===== config.mk =====
export PLATFORM = sky130hd
export DESIGN_NAME = data_signature_length_parser
export DESIGN_NICKNAME = d
export VERILOG_FILES = /design/src/dsl_pkg.sv /design/src/data_signature_length_parser.sv /design/src/dsl_in_stage.sv /design/src/dsl_parse_core.sv /design/src/dsl_out_stage.sv
export VERILOG_INCLUDE_DIRS = /design/src /design/src/src
export SDC_FILE = /design/constraint.sdc
export NUM_CORES = 1
export LEC_CHECK = 0
export ABC_AREA = 1
export BUFFER_PORTS_ARGS = -buffer_cell sky130_fd_sc_hd__buf_4
export CELL_PAD_IN_SITES_DETAIL_PLACEMENT = 2
export CELL_PAD_IN_SITES_GLOBAL_PLACEMENT = 2
export CORE_UTILIZATION = 35
export CTS_CLUSTER_DIAMETER = 50
export CTS_CLUSTER_SIZE = 10
export DETAILED_ROUTE_END_ITERATION = 6
export PLACE_DENSITY_LB_ADDON = 0.1
export SYNTH_ARGS = -nofsm -noshare
export SYNTH_HDL_FRONTEND = slang
export SYNTH_HIERARCHICAL = 1
export SYNTH_SLANG_ARGS = --single-unit
export TNS_END_PERCENT = 100

===== constraint.sdc =====
create_clock -name clk -period 7.6 [get_ports clk]
set_input_delay 0 -clock clk [delete_from_list [all_inputs] [get_ports clk]]
set_output_delay 0 -clock clk [all_outputs]
set_load 0.1 [all_outputs]

===== src/assert_macros.svh =====
// Assertion macros shared by the data-signature length parser.
`ifndef ASSERT_MACROS_SVH
`define ASSERT_MACROS_SVH

// Same-cycle implication, sampled on clk and disabled while rst_n is low.
`define DSL_ASSERT_IMP(label, ante, cons, msg) \
    label: assert property (@(posedge clk) disable iff (!rst_n) (ante) |-> (cons)) \
        else $error(msg);

// Next-cycle implication, sampled on clk and disabled while rst_n is low.
`define DSL_ASSERT_NXT(label, ante, cons, msg) \
    label: assert property (@(posedge clk) disable iff (!rst_n) (ante) |=> (cons)) \
        else $error(msg);

`endif


===== src/dsl_pkg.sv =====
// Shared types, character codes and helpers for the data-signature length parser.
package dsl_pkg;

    localparam int LENGTH_BITS_DEF        = 24;
    localparam int COUNT_BITS_DEF         = 16;
    localparam int ELEMENT_COUNT_BITS_DEF = 8;

    typedef enum logic [1:0] {
        ST_OK       = 2'd0,
        ST_SYNTAX   = 2'd1,
        ST_OVERFLOW = 2'd2
    } status_t;

    typedef struct packed {
        logic [7:0] sig_byte;
        logic       last;
    } in_word_t;

    localparam logic [7:0] CH_LBRACE   = 8'h7B;
    localparam logic [7:0] CH_RBRACE   = 8'h7D;
    localparam logic [7:0] CH_QUOTE    = 8'h22;
    localparam logic [7:0] CH_BSLASH   = 8'h5C;
    localparam logic [7:0] CH_LBRACKET = 8'h5B;
    localparam logic [7:0] CH_RBRACKET = 8'h5D;
    localparam logic [7:0] CH_LPAREN   = 8'h28;
    localparam logic [7:0] CH_RPAREN   = 8'h29;
    localparam logic [7:0] CH_DIGIT_0  = 8'h30;
    localparam logic [7:0] CH_DIGIT_9  = 8'h39;
    localparam logic [7:0] CH_UPPER_C  = 8'h43;
    localparam logic [7:0] CH_UPPER_S  = 8'h53;
    localparam logic [7:0] CH_UPPER_L  = 8'h4C;
    localparam logic [7:0] CH_LOWER_A  = 8'h61;
    localparam logic [7:0] CH_LOWER_C  = 8'h63;
    localparam logic [7:0] CH_LOWER_S  = 8'h73;
    localparam logic [7:0] CH_LOWER_L  = 8'h6C;

    localparam logic [2:0] WIDTH_NONE = 3'd0;
    localparam logic [2:0] WIDTH_1    = 3'd1;
    localparam logic [2:0] WIDTH_2    = 3'd2;
    localparam logic [2:0] WIDTH_4    = 3'd4;

    // Byte width of a type letter, or WIDTH_NONE for anything else.
    function automatic logic [2:0] type_width(input logic [7:0] c);
        logic [2:0] w;
        case (c)
            CH_UPPER_C, CH_LOWER_C, CH_LOWER_A: w = WIDTH_1;
            CH_UPPER_S, CH_LOWER_S:             w = WIDTH_2;
            CH_UPPER_L, CH_LOWER_L:             w = WIDTH_4;
            default:                            w = WIDTH_NONE;
        endcase
        return w;
    endfunction

endpackage


===== src/data_signature_length_parser.sv =====
// Top level of the data-signature length parser: input register, parse core, result register.
// A result goes to the result register when the core takes its last word from the input register.
// Throughput: one signature word per cycle; a last word waits in the input register only
// while the previous result in the result register has not been taken.
// Reset: rst_n low clears both valid flags and returns the parse state to the start of a
// signature at once; the payload registers are not reset.
`include "assert_macros.svh"

module data_signature_length_parser
#(
    parameter int LENGTH_BITS        = dsl_pkg::LENGTH_BITS_DEF,
    parameter int COUNT_BITS         = dsl_pkg::COUNT_BITS_DEF,
    parameter int ELEMENT_COUNT_BITS = dsl_pkg::ELEMENT_COUNT_BITS_DEF
)
(
    input  logic                          clk,
    input  logic                          rst_n,
    input  logic                          in_valid,
    output logic                          in_ready,
    input  logic [7:0]                    sig_byte,
    input  logic                          last,
    output logic                          out_valid,
    input  logic                          out_ready,
    output logic [LENGTH_BITS-1:0]        packed_length,
    output logic [ELEMENT_COUNT_BITS-1:0] element_count,
    output logic                          is_record,
    output logic [1:0]                    status
);

    // Each accepted word sits in the input register until the core takes it; the core then folds
    // its character into the parse state. Only a last word produces a result, and it
    // needs the result register to be free, so ordinary words never stall on the output.

    logic                          word_valid;
    dsl_pkg::in_word_t             word;
    logic                          take;
    logic                          result_load;
    logic                          out_free;
    logic [LENGTH_BITS-1:0]        res_length;
    logic [ELEMENT_COUNT_BITS-1:0] res_count;
    logic                          res_record;
    dsl_pkg::status_t              res_status;

    dsl_in_stage u_in_stage
    (
        .clk        (clk),
        .rst_n      (rst_n),
        .in_valid   (in_valid),
        .in_ready   (in_ready),
        .sig_byte   (sig_byte),
        .last       (last),
        .take       (take),
        .word_valid (word_valid),
        .word       (word)
    );

    dsl_parse_core
    #(
        .LENGTH_BITS        (LENGTH_BITS),
        .COUNT_BITS         (COUNT_BITS),
        .ELEMENT_COUNT_BITS (ELEMENT_COUNT_BITS)
    )
    u_parse_core
    (
        .clk         (clk),
        .rst_n       (rst_n),
        .word_valid  (word_valid),
        .word        (word),
        .out_free    (out_free),
        .take        (take),
        .result_load (result_load),
        .res_length  (res_length),
        .res_count   (res_count),
        .res_record  (res_record),
        .res_status  (res_status)
    );

    dsl_out_stage
    #(
        .LENGTH_BITS        (LENGTH_BITS),
        .ELEMENT_COUNT_BITS (ELEMENT_COUNT_BITS)
    )
    u_out_stage
    (
        .clk           (clk),
        .rst_n         (rst_n),
        .load          (result_load),
        .res_length    (res_length),
        .res_count     (res_count),
        .res_record    (res_record),
        .res_status    (res_status),
        .out_ready     (out_ready),
        .out_free      (out_free),
        .out_valid     (out_valid),
        .packed_length (packed_length),
        .element_count (element_count),
        .is_record     (is_record),
        .status        (status)
    );

    // A new result must come from a last word processed in the cycle before.
    `DSL_ASSERT_NXT(a_result_from_last, !out_valid,
        !out_valid || $past(word_valid && word.last),
        "result appeared without a last word")

    // A pending result that is not taken must never be overwritten.
    `DSL_ASSERT_IMP(a_no_overwrite, word_valid && word.last && out_valid && !out_ready,
        !take, "pending result overwritten")

    // A syntax error always reports zero length and zero elements.
    `DSL_ASSERT_IMP(a_syntax_zero, out_valid && (status == dsl_pkg::ST_SYNTAX),
        (packed_length == '0) && (element_count == '0), "syntax error with non-zero fields")

    // An empty input register always accepts a word.
    `DSL_ASSERT_IMP(a_empty_ready, !word_valid, in_ready, "input register empty but not ready")

endmodule


===== src/dsl_in_stage.sv =====
// Input register holding one signature word until the parse core takes it.
module dsl_in_stage
(
    input  logic              clk,
    input  logic              rst_n,
    input  logic              in_valid,
    output logic              in_ready,
    input  logic [7:0]        sig_byte,
    input  logic              last,
    input  logic              take,
    output logic              word_valid,
    output dsl_pkg::in_word_t word
);

    logic              valid_reg;
    logic              valid_next;
    dsl_pkg::in_word_t word_reg;

    // The register may refill in the same cycle that the core drains it.
    assign in_ready   = !valid_reg || take;
    assign valid_next = in_ready ? in_valid : valid_reg;

    always_ff @(posedge clk or negedge rst_n)
    begin
        if (!rst_n)
        begin
            valid_reg <= 1'b0;
        end
        else
        begin
            valid_reg <= valid_next;
        end
    end

    always_ff @(posedge clk)
    begin
        if (in_ready && in_valid)
        begin
            word_reg.sig_byte <= sig_byte;
            word_reg.last     <= last;
        end
    end

    assign word_valid = valid_reg;
    assign word       = word_reg;

endmodule


===== src/dsl_parse_core.sv =====
// Parse state registers and the per-character next-state logic.
module dsl_parse_core
#(
    parameter int LENGTH_BITS        = dsl_pkg::LENGTH_BITS_DEF,
    parameter int COUNT_BITS         = dsl_pkg::COUNT_BITS_DEF,
    parameter int ELEMENT_COUNT_BITS = dsl_pkg::ELEMENT_COUNT_BITS_DEF
)
(
    input  logic                          clk,
    input  logic                          rst_n,
    input  logic                          word_valid,
    input  dsl_pkg::in_word_t             word,
    input  logic                          out_free,
    output logic                          take,
    output logic                          result_load,
    output logic [LENGTH_BITS-1:0]        res_length,
    output logic [ELEMENT_COUNT_BITS-1:0] res_count,
    output logic                          res_record,
    output dsl_pkg::status_t              res_status
);

    localparam int PROD_W = COUNT_BITS + 2;
    localparam int SUM_W  = ((LENGTH_BITS > PROD_W) ? LENGTH_BITS : PROD_W) + 1;
    localparam int ACC_W  = COUNT_BITS + 4;

    localparam logic [LENGTH_BITS-1:0]        LEN_MAX = '1;
    localparam logic [COUNT_BITS-1:0]         CNT_MAX = '1;
    localparam logic [ELEMENT_COUNT_BITS-1:0] ELC_MAX = '1;

    typedef enum logic [10:0] {
        PH_START       = 11'b000_0000_0001,
        PH_ELEM        = 11'b000_0000_0010,
        PH_NAME        = 11'b000_0000_0100,
        PH_TYPE        = 11'b000_0000_1000,
        PH_AFTER_TYPE  = 11'b000_0001_0000,
        PH_COUNT_FIRST = 11'b000_0010_0000,
        PH_COUNT_MORE  = 11'b000_0100_0000,
        PH_AFTER_COUNT = 11'b000_1000_0000,
        PH_LIMIT       = 11'b001_0000_0000,
        PH_DONE        = 11'b010_0000_0000,
        PH_ERROR       = 11'b100_0000_0000
    } phase_t;

    typedef struct packed {
        phase_t                        ph;
        logic                          esc;
        logic                          rec;
        logic [COUNT_BITS-1:0]         cnt;
        logic [2:0]                    w;
        logic [LENGTH_BITS-1:0]        len;
        logic [ELEMENT_COUNT_BITS-1:0] elc;
        dsl_pkg::status_t              err;
    } parse_st_t;

    localparam parse_st_t ST_RESET = '{
        ph:  PH_START,
        esc: 1'b0,
        rec: 1'b0,
        cnt: '0,
        w:   dsl_pkg::WIDTH_NONE,
        len: '0,
        elc: '0,
        err: dsl_pkg::ST_OK
    };

    parse_st_t st_reg;
    parse_st_t st_next;
    parse_st_t stepped;

    function automatic parse_st_t syn_err(input parse_st_t s);
        parse_st_t r;
        r     = s;
        r.err = dsl_pkg::ST_SYNTAX;
        r.ph  = PH_ERROR;
        return r;
    endfunction

    function automatic dsl_pkg::status_t flag_ovf(input dsl_pkg::status_t e);
        return (e == dsl_pkg::ST_OK) ? dsl_pkg::ST_OVERFLOW : e;
    endfunction

    // Adds the element just closed to the running length and element count, saturating and flagging overflow.
    function automatic parse_st_t finish_elem(input parse_st_t s);
        parse_st_t             r;
        logic [COUNT_BITS-1:0] n;
        logic [PROD_W-1:0]     prod;
        logic [SUM_W-1:0]      sum;
        r = s;
        n = (s.cnt == '0) ? COUNT_BITS'(1) : s.cnt;
        case (s.w)
            dsl_pkg::WIDTH_4: prod = {n, 2'b00};
            dsl_pkg::WIDTH_2: prod = {1'b0, n, 1'b0};
            default:          prod = {2'b00, n};
        endcase
        sum = SUM_W'(s.len) + SUM_W'(prod);
        if (sum > SUM_W'(LEN_MAX))
        begin
            r.len = LEN_MAX;
            r.err = flag_ovf(r.err);
        end
        else
        begin
            r.len = sum[LENGTH_BITS-1:0];
        end
        if (s.elc == ELC_MAX)
        begin
            r.err = flag_ovf(r.err);
        end
        else
        begin
            r.elc = s.elc + 1'b1;
        end
        r.cnt = '0;
        r.w   = dsl_pkg::WIDTH_NONE;
        r.esc = 1'b0;
        r.ph  = s.rec ? PH_ELEM : PH_DONE;
        return r;
    endfunction

    // First character of an element: closing brace, opening quote or a type letter.
    function automatic parse_st_t start_elem(input parse_st_t s, input logic [7:0] c);
        parse_st_t  r;
        logic [2:0] w;
        r = s;
        w = dsl_pkg::type_width(c);
        if (s.rec && (c == dsl_pkg::CH_RBRACE))
        begin
            r.ph = PH_DONE;
        end
        else if (c == dsl_pkg::CH_QUOTE)
        begin
            r.esc = 1'b0;
            r.ph  = PH_NAME;
        end
        else if (w != dsl_pkg::WIDTH_NONE)
        begin
            r.w   = w;
            r.cnt = '0;
            r.ph  = PH_AFTER_TYPE;
        end
        else
        begin
            r = syn_err(r);
        end
        return r;
    endfunction

    logic [7:0]            c;
    logic                  do_finish;
    logic                  do_start;
    logic [2:0]            tw;
    logic [ACC_W-1:0]      acc;
    parse_st_t             s;

    assign c  = word.sig_byte;
    assign tw = dsl_pkg::type_width(c);
    assign acc = ACC_W'({st_reg.cnt, 3'b000}) + ACC_W'({st_reg.cnt, 1'b0}) + ACC_W'(c[3:0]);

    always_comb
    begin
        s         = st_reg;
        do_finish = 1'b0;
        do_start  = 1'b0;
        case (st_reg.ph)
            PH_START:
            begin
                if (c == dsl_pkg::CH_LBRACE)
                begin
                    s.rec = 1'b1;
                    s.ph  = PH_ELEM;
                end
                else
                begin
                    do_start = 1'b1;
                end
            end
            PH_ELEM:
            begin
                do_start = 1'b1;
            end
            PH_NAME:
            begin
                if (st_reg.esc)
                begin
                    s.esc = 1'b0;
                end
                else if (c == dsl_pkg::CH_BSLASH)
                begin
                    s.esc = 1'b1;
                end
                else if (c == dsl_pkg::CH_QUOTE)
                begin
                    s.ph = PH_TYPE;
                end
                else if (st_reg.rec && (c == dsl_pkg::CH_LBRACE || c == dsl_pkg::CH_RBRACE))
                begin
                    s = syn_err(s);
                end
            end
            PH_TYPE:
            begin
                if (tw != dsl_pkg::WIDTH_NONE)
                begin
                    s.w   = tw;
                    s.cnt = '0;
                    s.ph  = PH_AFTER_TYPE;
                end
                else
                begin
                    s = syn_err(s);
                end
            end
            PH_AFTER_TYPE:
            begin
                if (c == dsl_pkg::CH_LBRACKET)
                begin
                    s.cnt = '0;
                    s.ph  = PH_COUNT_FIRST;
                end
                else if (c == dsl_pkg::CH_LPAREN)
                begin
                    s.esc = 1'b0;
                    s.ph  = PH_LIMIT;
                end
                else
                begin
                    do_finish = 1'b1;
                    do_start  = st_reg.rec;
                end
            end
            PH_COUNT_FIRST, PH_COUNT_MORE:
            begin
                if (c inside {[dsl_pkg::CH_DIGIT_0:dsl_pkg::CH_DIGIT_9]})
                begin
                    if (acc > ACC_W'(CNT_MAX))
                    begin
                        s.cnt = CNT_MAX;
                        s.err = flag_ovf(s.err);
                    end
                    else
                    begin
                        s.cnt = acc[COUNT_BITS-1:0];
                    end
                    s.ph = PH_COUNT_MORE;
                end
                else if (c == dsl_pkg::CH_RBRACKET && st_reg.ph == PH_COUNT_MORE)
                begin
                    s.ph = PH_AFTER_COUNT;
                end
                else
                begin
                    s = syn_err(s);
                end
            end
            PH_AFTER_COUNT:
            begin
                if (c == dsl_pkg::CH_LPAREN)
                begin
                    s.esc = 1'b0;
                    s.ph  = PH_LIMIT;
                end
                else
                begin
                    do_finish = 1'b1;
                    do_start  = st_reg.rec;
                end
            end
            PH_LIMIT:
            begin
                if (st_reg.esc)
                begin
                    s.esc = 1'b0;
                end
                else if (c == dsl_pkg::CH_BSLASH)
                begin
                    s.esc = 1'b1;
                end
                else if (c == dsl_pkg::CH_RPAREN)
                begin
                    do_finish = 1'b1;
                end
                else if (st_reg.rec && (c == dsl_pkg::CH_LBRACE || c == dsl_pkg::CH_RBRACE))
                begin
                    s = syn_err(s);
                end
            end
            default:
            begin
            end
        endcase

        if (do_finish)
        begin
            s = finish_elem(s);
        end
        if (do_start)
        begin
            s = start_elem(s, c);
        end

        // End of text: close an element that may legally end here, else fail.
        if (word.last)
        begin
            case (s.ph)
                PH_DONE, PH_ERROR:
                begin
                end
                PH_AFTER_TYPE, PH_AFTER_COUNT, PH_LIMIT:
                begin
                    s = s.rec ? syn_err(s) : finish_elem(s);
                end
                default:
                begin
                    s = syn_err(s);
                end
            endcase
        end
        stepped = s;
    end

    assign take        = word_valid && (!word.last || out_free);
    assign result_load = take && word.last;

    assign res_length = (stepped.err == dsl_pkg::ST_SYNTAX) ? '0 : stepped.len;
    assign res_count  = (stepped.err == dsl_pkg::ST_SYNTAX) ? '0 : stepped.elc;
    assign res_record = stepped.rec;
    assign res_status = stepped.err;

    assign st_next = take ? (word.last ? ST_RESET : stepped) : st_reg;

    always_ff @(posedge clk or negedge rst_n)
    begin
        if (!rst_n)
        begin
            st_reg <= ST_RESET;
        end
        else
        begin
            st_reg <= st_next;
        end
    end

endmodule


===== src/dsl_out_stage.sv =====
// Result register that holds one parse result until it is taken.
module dsl_out_stage
#(
    parameter int LENGTH_BITS        = dsl_pkg::LENGTH_BITS_DEF,
    parameter int ELEMENT_COUNT_BITS = dsl_pkg::ELEMENT_COUNT_BITS_DEF
)
(
    input  logic                          clk,
    input  logic                          rst_n,
    input  logic                          load,
    input  logic [LENGTH_BITS-1:0]        res_length,
    input  logic [ELEMENT_COUNT_BITS-1:0] res_count,
    input  logic                          res_record,
    input  dsl_pkg::status_t              res_status,
    input  logic                          out_ready,
    output logic                          out_free,
    output logic                          out_valid,
    output logic [LENGTH_BITS-1:0]        packed_length,
    output logic [ELEMENT_COUNT_BITS-1:0] element_count,
    output logic                          is_record,
    output logic [1:0]                    status
);

    logic                          valid_reg;
    logic                          valid_next;
    logic [LENGTH_BITS-1:0]        length_reg;
    logic [ELEMENT_COUNT_BITS-1:0] count_reg;
    logic                          record_reg;
    dsl_pkg::status_t              status_reg;

    assign out_free   = !valid_reg || out_ready;
    assign valid_next = load || (valid_reg && !out_ready);

    always_ff @(posedge clk or negedge rst_n)
    begin
        if (!rst_n)
        begin
            valid_reg <= 1'b0;
        end
        else
        begin
            valid_reg <= valid_next;
        end
    end

    always_ff @(posedge clk)
    begin
        if (load)
        begin
            length_reg <= res_length;
            count_reg  <= res_count;
            record_reg <= res_record;
            status_reg <= res_status;
        end
    end

    assign out_valid     = valid_reg;
    assign packed_length = length_reg;
    assign element_count = count_reg;
    assign is_record     = record_reg;
    assign status        = status_reg;

endmodule

Word level (Yosys, flattened, before mapping)

Index checks and enable logic that the tools add are counted.

Bits in registers: 112
Bits in latches: 0
ROM bits: 0
Bits in writable memories: 0
Output and inout port bits: 37
Memories: 0

Eq/ne operators: 36
Div/mod/pow operators: 0
Add/subtract/negate cells: 6
Reduce and logical (&&, ||, !) cells: 32
Magnitude comparators: 5
Bitwise gates (word level): 0
Muxes and demuxes: 86
$mul: 0
Shifts and indexed selects: 0

Operators by type and width:

| kind                                                                              | count |
|---|---|
| 66-bit two-way mux                                                                | 7 |
| 54-bit two-way mux                                                                | 4 |
| 37-bit one-hot mux with 4 select lines                                            | 1 |
| 11-bit two-way mux                                                                | 12 |
| 66-bit one-hot mux with 2 select lines                                            | 1 |
| 55-bit two-way mux                                                                | 2 |
| 8-bit by 7-bit equality test with 1-bit output, second input constant             | 12 |
| 16-bit two-way mux                                                                | 5 |
| 16-bit one-hot mux with 5 select lines                                            | 1 |
| 11-bit one-hot mux with 7 select lines                                            | 1 |
| 18-bit one-hot mux with 2 select lines                                            | 2 |
| 18-bit two-way mux                                                                | 3 |
| 53-bit two-way mux                                                                | 1 |
| 24-bit by 18-bit adder with 25-bit output                                         | 2 |
| 25-bit by 24-bit greater-than comparator with 1-bit output, second input constant | 2 |
| 24-bit two-way mux                                                                | 2 |
| 19-bit two-way mux                                                                | 2 |
| 2-bit two-way mux                                                                 | 17 |
| 16-bit logical NOT                                                                | 2 |
| 8-bit by 6-bit equality test with 1-bit output, second input constant             | 3 |
| 12-bit two-way mux                                                                | 2 |
| 11-bit by 5-bit equality test with 1-bit output, second input constant            | 2 |
| 11-bit by 8-bit equality test with 1-bit output, second input constant            | 2 |
| 11-bit by 9-bit equality test with 1-bit output, second input constant            | 2 |
| 33 further kinds                                                                  | 75 |

Depth between registers and ports, before layout

Word-level depth: 41
Gate-level depth with buffers: 56

By module

Netlist, hierarchy kept.

Modules (own cells, without submodules):

| module         | area each (µm²) | times used | cells an instance |
|---|---|---|---|
| dsl_parse_core | 10478.8         | 1          | 1848 |
| dsl_out_stage  | 1096.1          | 1          | 40 |
| dsl_in_stage   | 315.3           | 1          | 15 |

Worst setup path after synthesis

No wires, ideal clock.

Path type: register to register
Start: register u_in_stage.word_reg, in the netlist u_in_stage/word[4]
End: register u_out_stage.length_reg[16], in the netlist u_out_stage/packed_length[16], data pin
Slack: 0.812 ns
Stages on the path, launching flop included: 50
Period minus slack after synthesis: 6.788 ns
Arrival time: 6.538 ns
Path through: edfxtp_1 > inv_1 > fa_1 > inv_1 > fa_1 > nand3_1 > nand2_1 > nand2_1 > nand2_1 > nand3_1 > nand2_1 > nand2_1 > nand2_1 > nor2_1 > buf_2 > nand3_1 > nand2_1 > nand3_1 > [... 14 more ...] > o22ai_1 > inv_1 > ha_1 > inv_1 > fa_1 > inv_1 > a21oi_1 > nor2_1 > a21oi_1 > o21ai_0 > a21oi_1 > o21ai_0 > xnor2_1 > nand2_1 > nand2_1 > nand2_1 > nand2_1 > inv_1

Word-level cells in the longest chain between the ends: 34
Elaborated cells on any way between the ends: 131
Classes of those cells: 4 x add/sub; 5 x order compare; 27 x eq/ne; 77 x mux; 18 x reduce/logical

Ends and longest elaborated chain:

| element                                                                                            | RTL line              | RTL |
|---|---|---|
| start, declared                                                                                    | dsl_in_stage.sv:17    | `dsl_pkg::in_word_t word_reg;` |
| parallel branches: the longest is 21 deep, another holds 24-bit by 18-bit adder with 25-bit output | --                    |  |
| 66-bit two-way mux (*)                                                                             | dsl_parse_core.sv:296 | `if (do_start)` |
| parallel branches: the longest is 10 deep, another holds 24-bit by 18-bit adder with 25-bit output | --                    |  |
| 66-bit two-way mux (*)                                                                             | dsl_parse_core.sv:302 | `if (word.last)` |
| 2-bit by 1-bit equality test with 1-bit output                                                     | dsl_parse_core.sv:324 | `assign res_length = (stepped.err == dsl_pkg::ST_SYNTAX) ? '0 : stepped.len;` |
| end signal, assigned                                                                               | dsl_out_stage.sv:50   | `length_reg <= res_length;` |
| end, declared                                                                                      | dsl_out_stage.sv:26   | `logic [LENGTH_BITS-1:0] length_reg;` |

Mark *: on every way between the ends. The select of a mux whose other input is x is not followed.
A chain may end at the register's enable or synchronous reset.

Worst setup path in the final report

Same ends and word-level chain as after synthesis.

==> flow_metrics.tcl <==
set metrics [dict create \
    crit_path_start "u_in_stage/word[4]" \
    via_count 13502 \
    synthTopCellsByArea "nand2_1 (19%), dfrtp_1 (14%), edfxtp_1 (11%), inv_1 (7.8%), ha_1 (7.3%)" \
    synth_warnings 6 \
    synth_edf_count 44 \
    htreeDepth 3 \
    fin_crit_sh 0.964 \
    slew_viol_final 0 \
    tns_ns 0 \
    yosysUniqueCellTypes 58 \
    setup-violations-final 0 \
    final_area_mm2 0.0142 \
    fp.dieH_um 186 \
    ctsLongestPathBuffers 2 \
    grt-ovfl-total 0 \
    ys_seq_area_frac 0.254 \
    finalWeightedCongestion 0.878 \
    grt_antenna_before_repair 0 \
    die-area_mm2 0.0347 \
    path_buf_inv 10 \
    yosysMostFrequentCell "nand2_1" \
    routedWlPerCell_um 21.5 \
    post-synth-top-area-cell "nand2_1" \
    hold_ws_ns 0.0923 \
    track_usage 0.296 \
    drive_gt1_frac 0.167 \
    worstPathMaxFanout 7 \
    postRouteAntennaNets 0 \
    path_depth 51 \
    syn_inst 1903 \
    io_pins 50 \
    routed_wirelength_um 53000 \
    r2r_start "u_in_stage/word[4]" \
    peakVddDrop_mv 0.131 \
    cp.required_ns 7.76 \
    insertion_delay_ns 0.40 \
    fill_cells 4120 \
    dpl-instance-area_mm2 0.0130 \
    drv_cap 0 \
    antenna_cells 0 \
    drt_iter0_drc 487 \
    ys_ff_latch 112 \
    start_util 0.355 \
    syn-mean-instance-area_um2 6.25 \
    cts_tree "yes" \
    drt-pass1-iter-count 5 \
    hp-class "in2async" \
    fmax_ghz 0.137 \
    placedCellCount 2407 \
    stdcell_count 2461 \
    syn_area_mm2 0.0119 \
    clock-sinks 112 \
    endpoint "u_out_stage/packed_length[16]" \
    r2r_slack_ns 0.28 \
    grt_max_degree 54 \
    worst_slew_pin_slew_ns 0.873 \
    nets 2094 \
    synth_common_cells "nand2_1 (615), inv_1 (246), nor2_1 (172), nand3_1 (162), a21oi_1 (87)" \
    critPathMostFrequentCell "nand2_1" \
    std_cell_rows 67 \
    cpLargestDelayFamily "simple AND/OR/NAND/NOR gates" \
    yosysTopAreaCellShare 0.194 \
    core-area_mm2 0.0334 \
    dp_hpwl_um 40200 \
    grt_pass1_wl_um 81300 \
    cp_slowest_cell "fa_1" \
    r2r-end "u_out_stage/packed_length[16]" \
    async_flop_share 0.607 \
    hold_viol_final 0 \
    cp_data_arrival_time_ns 7.49 \
    outcome "finished, final reports clean" \
    p_leak_nw 7.24 \
    grt_pass1_vias 14763 \
    final.min_clock_period_ns 7.32 \
    cts.reportedPaths.clkPinSlew_ns 0.09 \
    syn_to_final_growth_pct 19.5 \
    io_buffers 49 \
    endpoint_kind "flop" \
    critical_path_class "reg2reg" \
    die_w_um 186 \
    fin_skew_ns 0.0115 \
    relSlewSlack 0.418 \
    cellPowerDensity_mw_per_mm2 234 \
    largest_reg_flops 66 \
    slowest_delay_ns 0.54 \
    viasPerCell 5.49 \
    root_buffer "clkbuf_16" \
    numCtsBuffers 9 \
    synth_ff_type "dfrtp_1" \
    drc_errors 0 \
    start_kind "flop" \
    worst-r2r-cell-count 51 \
    synth_nets 1989 \
]
power breakdown:
group          internal (mW)  switching (mW)
Clock                  0.237           0.273
Sequential             0.710          0.0703
Combinational          0.617            1.42
how the worst min path moves through the flow:
stage / from / to / slack, ns / cells after the start
3_3_place_gp: rst_n / u_parse_core/st_reg[59] / -0.05 / 1
4_1_cts: rst_n / u_parse_core/st_reg[56] / 0.07 / 2
2_1_floorplan: rst_n / u_in_stage/word_valid / -0.30 / 0
3_5_place_dp: rst_n / u_parse_core/st_reg[59] / -0.05 / 1
5_1_grt: rst_n / u_parse_core/st_reg[61] / 0.11 / 2
6_report: rst_n / u_parse_core/st_reg[60] / 0.09 / 2
placed cells by master, fill, tap and decap left out, types with 21 or more instances in the layout:
master and count:
edfxtp_1 44, nand3_1 147, inv_2 35, o21ai_0 68, inv_1 242, o22ai_1 57, nor2_1 159, dfrtp_1 65
nand2_2 30, nand2_1 593, ha_1 52, buf_4 124, nand4_1 29, xor2_1 22, nand3_2 21, o21ai_1 24
a21oi_1 78
through the flow:
| step | setup slack, ns | power [mW] | utilization |
|---|---|---|---|
| floorplan | 0.812 | 2.10 | - |
| global placement | -0.132 | 2.54 | 0.388 |
| detailed placement | -0.526 | 2.62 | 0.388 |
| CTS | 0.0120 | 3.19 | 0.405 |
| global route | -0.169 | 3.53 | 0.425 |
| finish | 0.276 | 3.32 | 0.425 |
cells by family (layout without fill, tap and decap cells):
family | after synthesis | in the layout | share of synthesized area
adders and majority gates | 73 | 73 | 0.0793
DFF | 112 | 112 | 0.254
muxes | 1 | 1 | 0.000842
AOI/OAI and AO/OA | 292 | 292 | 0.143
buffers and inverters | 328 | 436 | 0.110
and+or+nand+nor | 1056 | 1058 | 0.383
xor gates and xnor gates | 41 | 41 | 0.0302
layout make-up:
class | count | area, um2 | area share
clock inverter | 6 | 50.0 | 0.00352
tap | 448 | 561 | 0.0395
inverter | 279 | 1050 | 0.0739
timing repair buffer | 141 | 1140 | 0.0801
clock buffer | 10 | 239 | 0.0168
multi-input combinational | 1465 | 8140 | 0.573
sequential | 112 | 3030 | 0.213
routing by layer:
layer,track usage,share of wire,up-vias
met5,0,0,-
met4,0.0915,0.027,0
met2,0.534,0.51,189
met1,0.368,0.44,6797
li1,-,-,6444
met3,0.0284,0.022,72
worst register-to-register path, delay by kind of cell (launching register included):
kind                       cells  cell delay, ns
buffers and inverters         10            1.05
AOI/OAI and AO/OA              8            1.44
adders and majority gates      5            1.70
and+or+nand+nor               27            2.38
DFF                            1            0.37
xor gates and xnor gates       1            0.17
repair_timing:
item | CTS | global route
hold buffers | 12 | 0
gates resized for setup | 25 | 117
endpoints found under the hold margin | 35 | 0
pin swaps | 4 | 30
gates cloned | 0 | 3
buffers inserted | 8 | 15
setup endpoints to repair | 33 | 33
(Power assumes the default switching activity.)
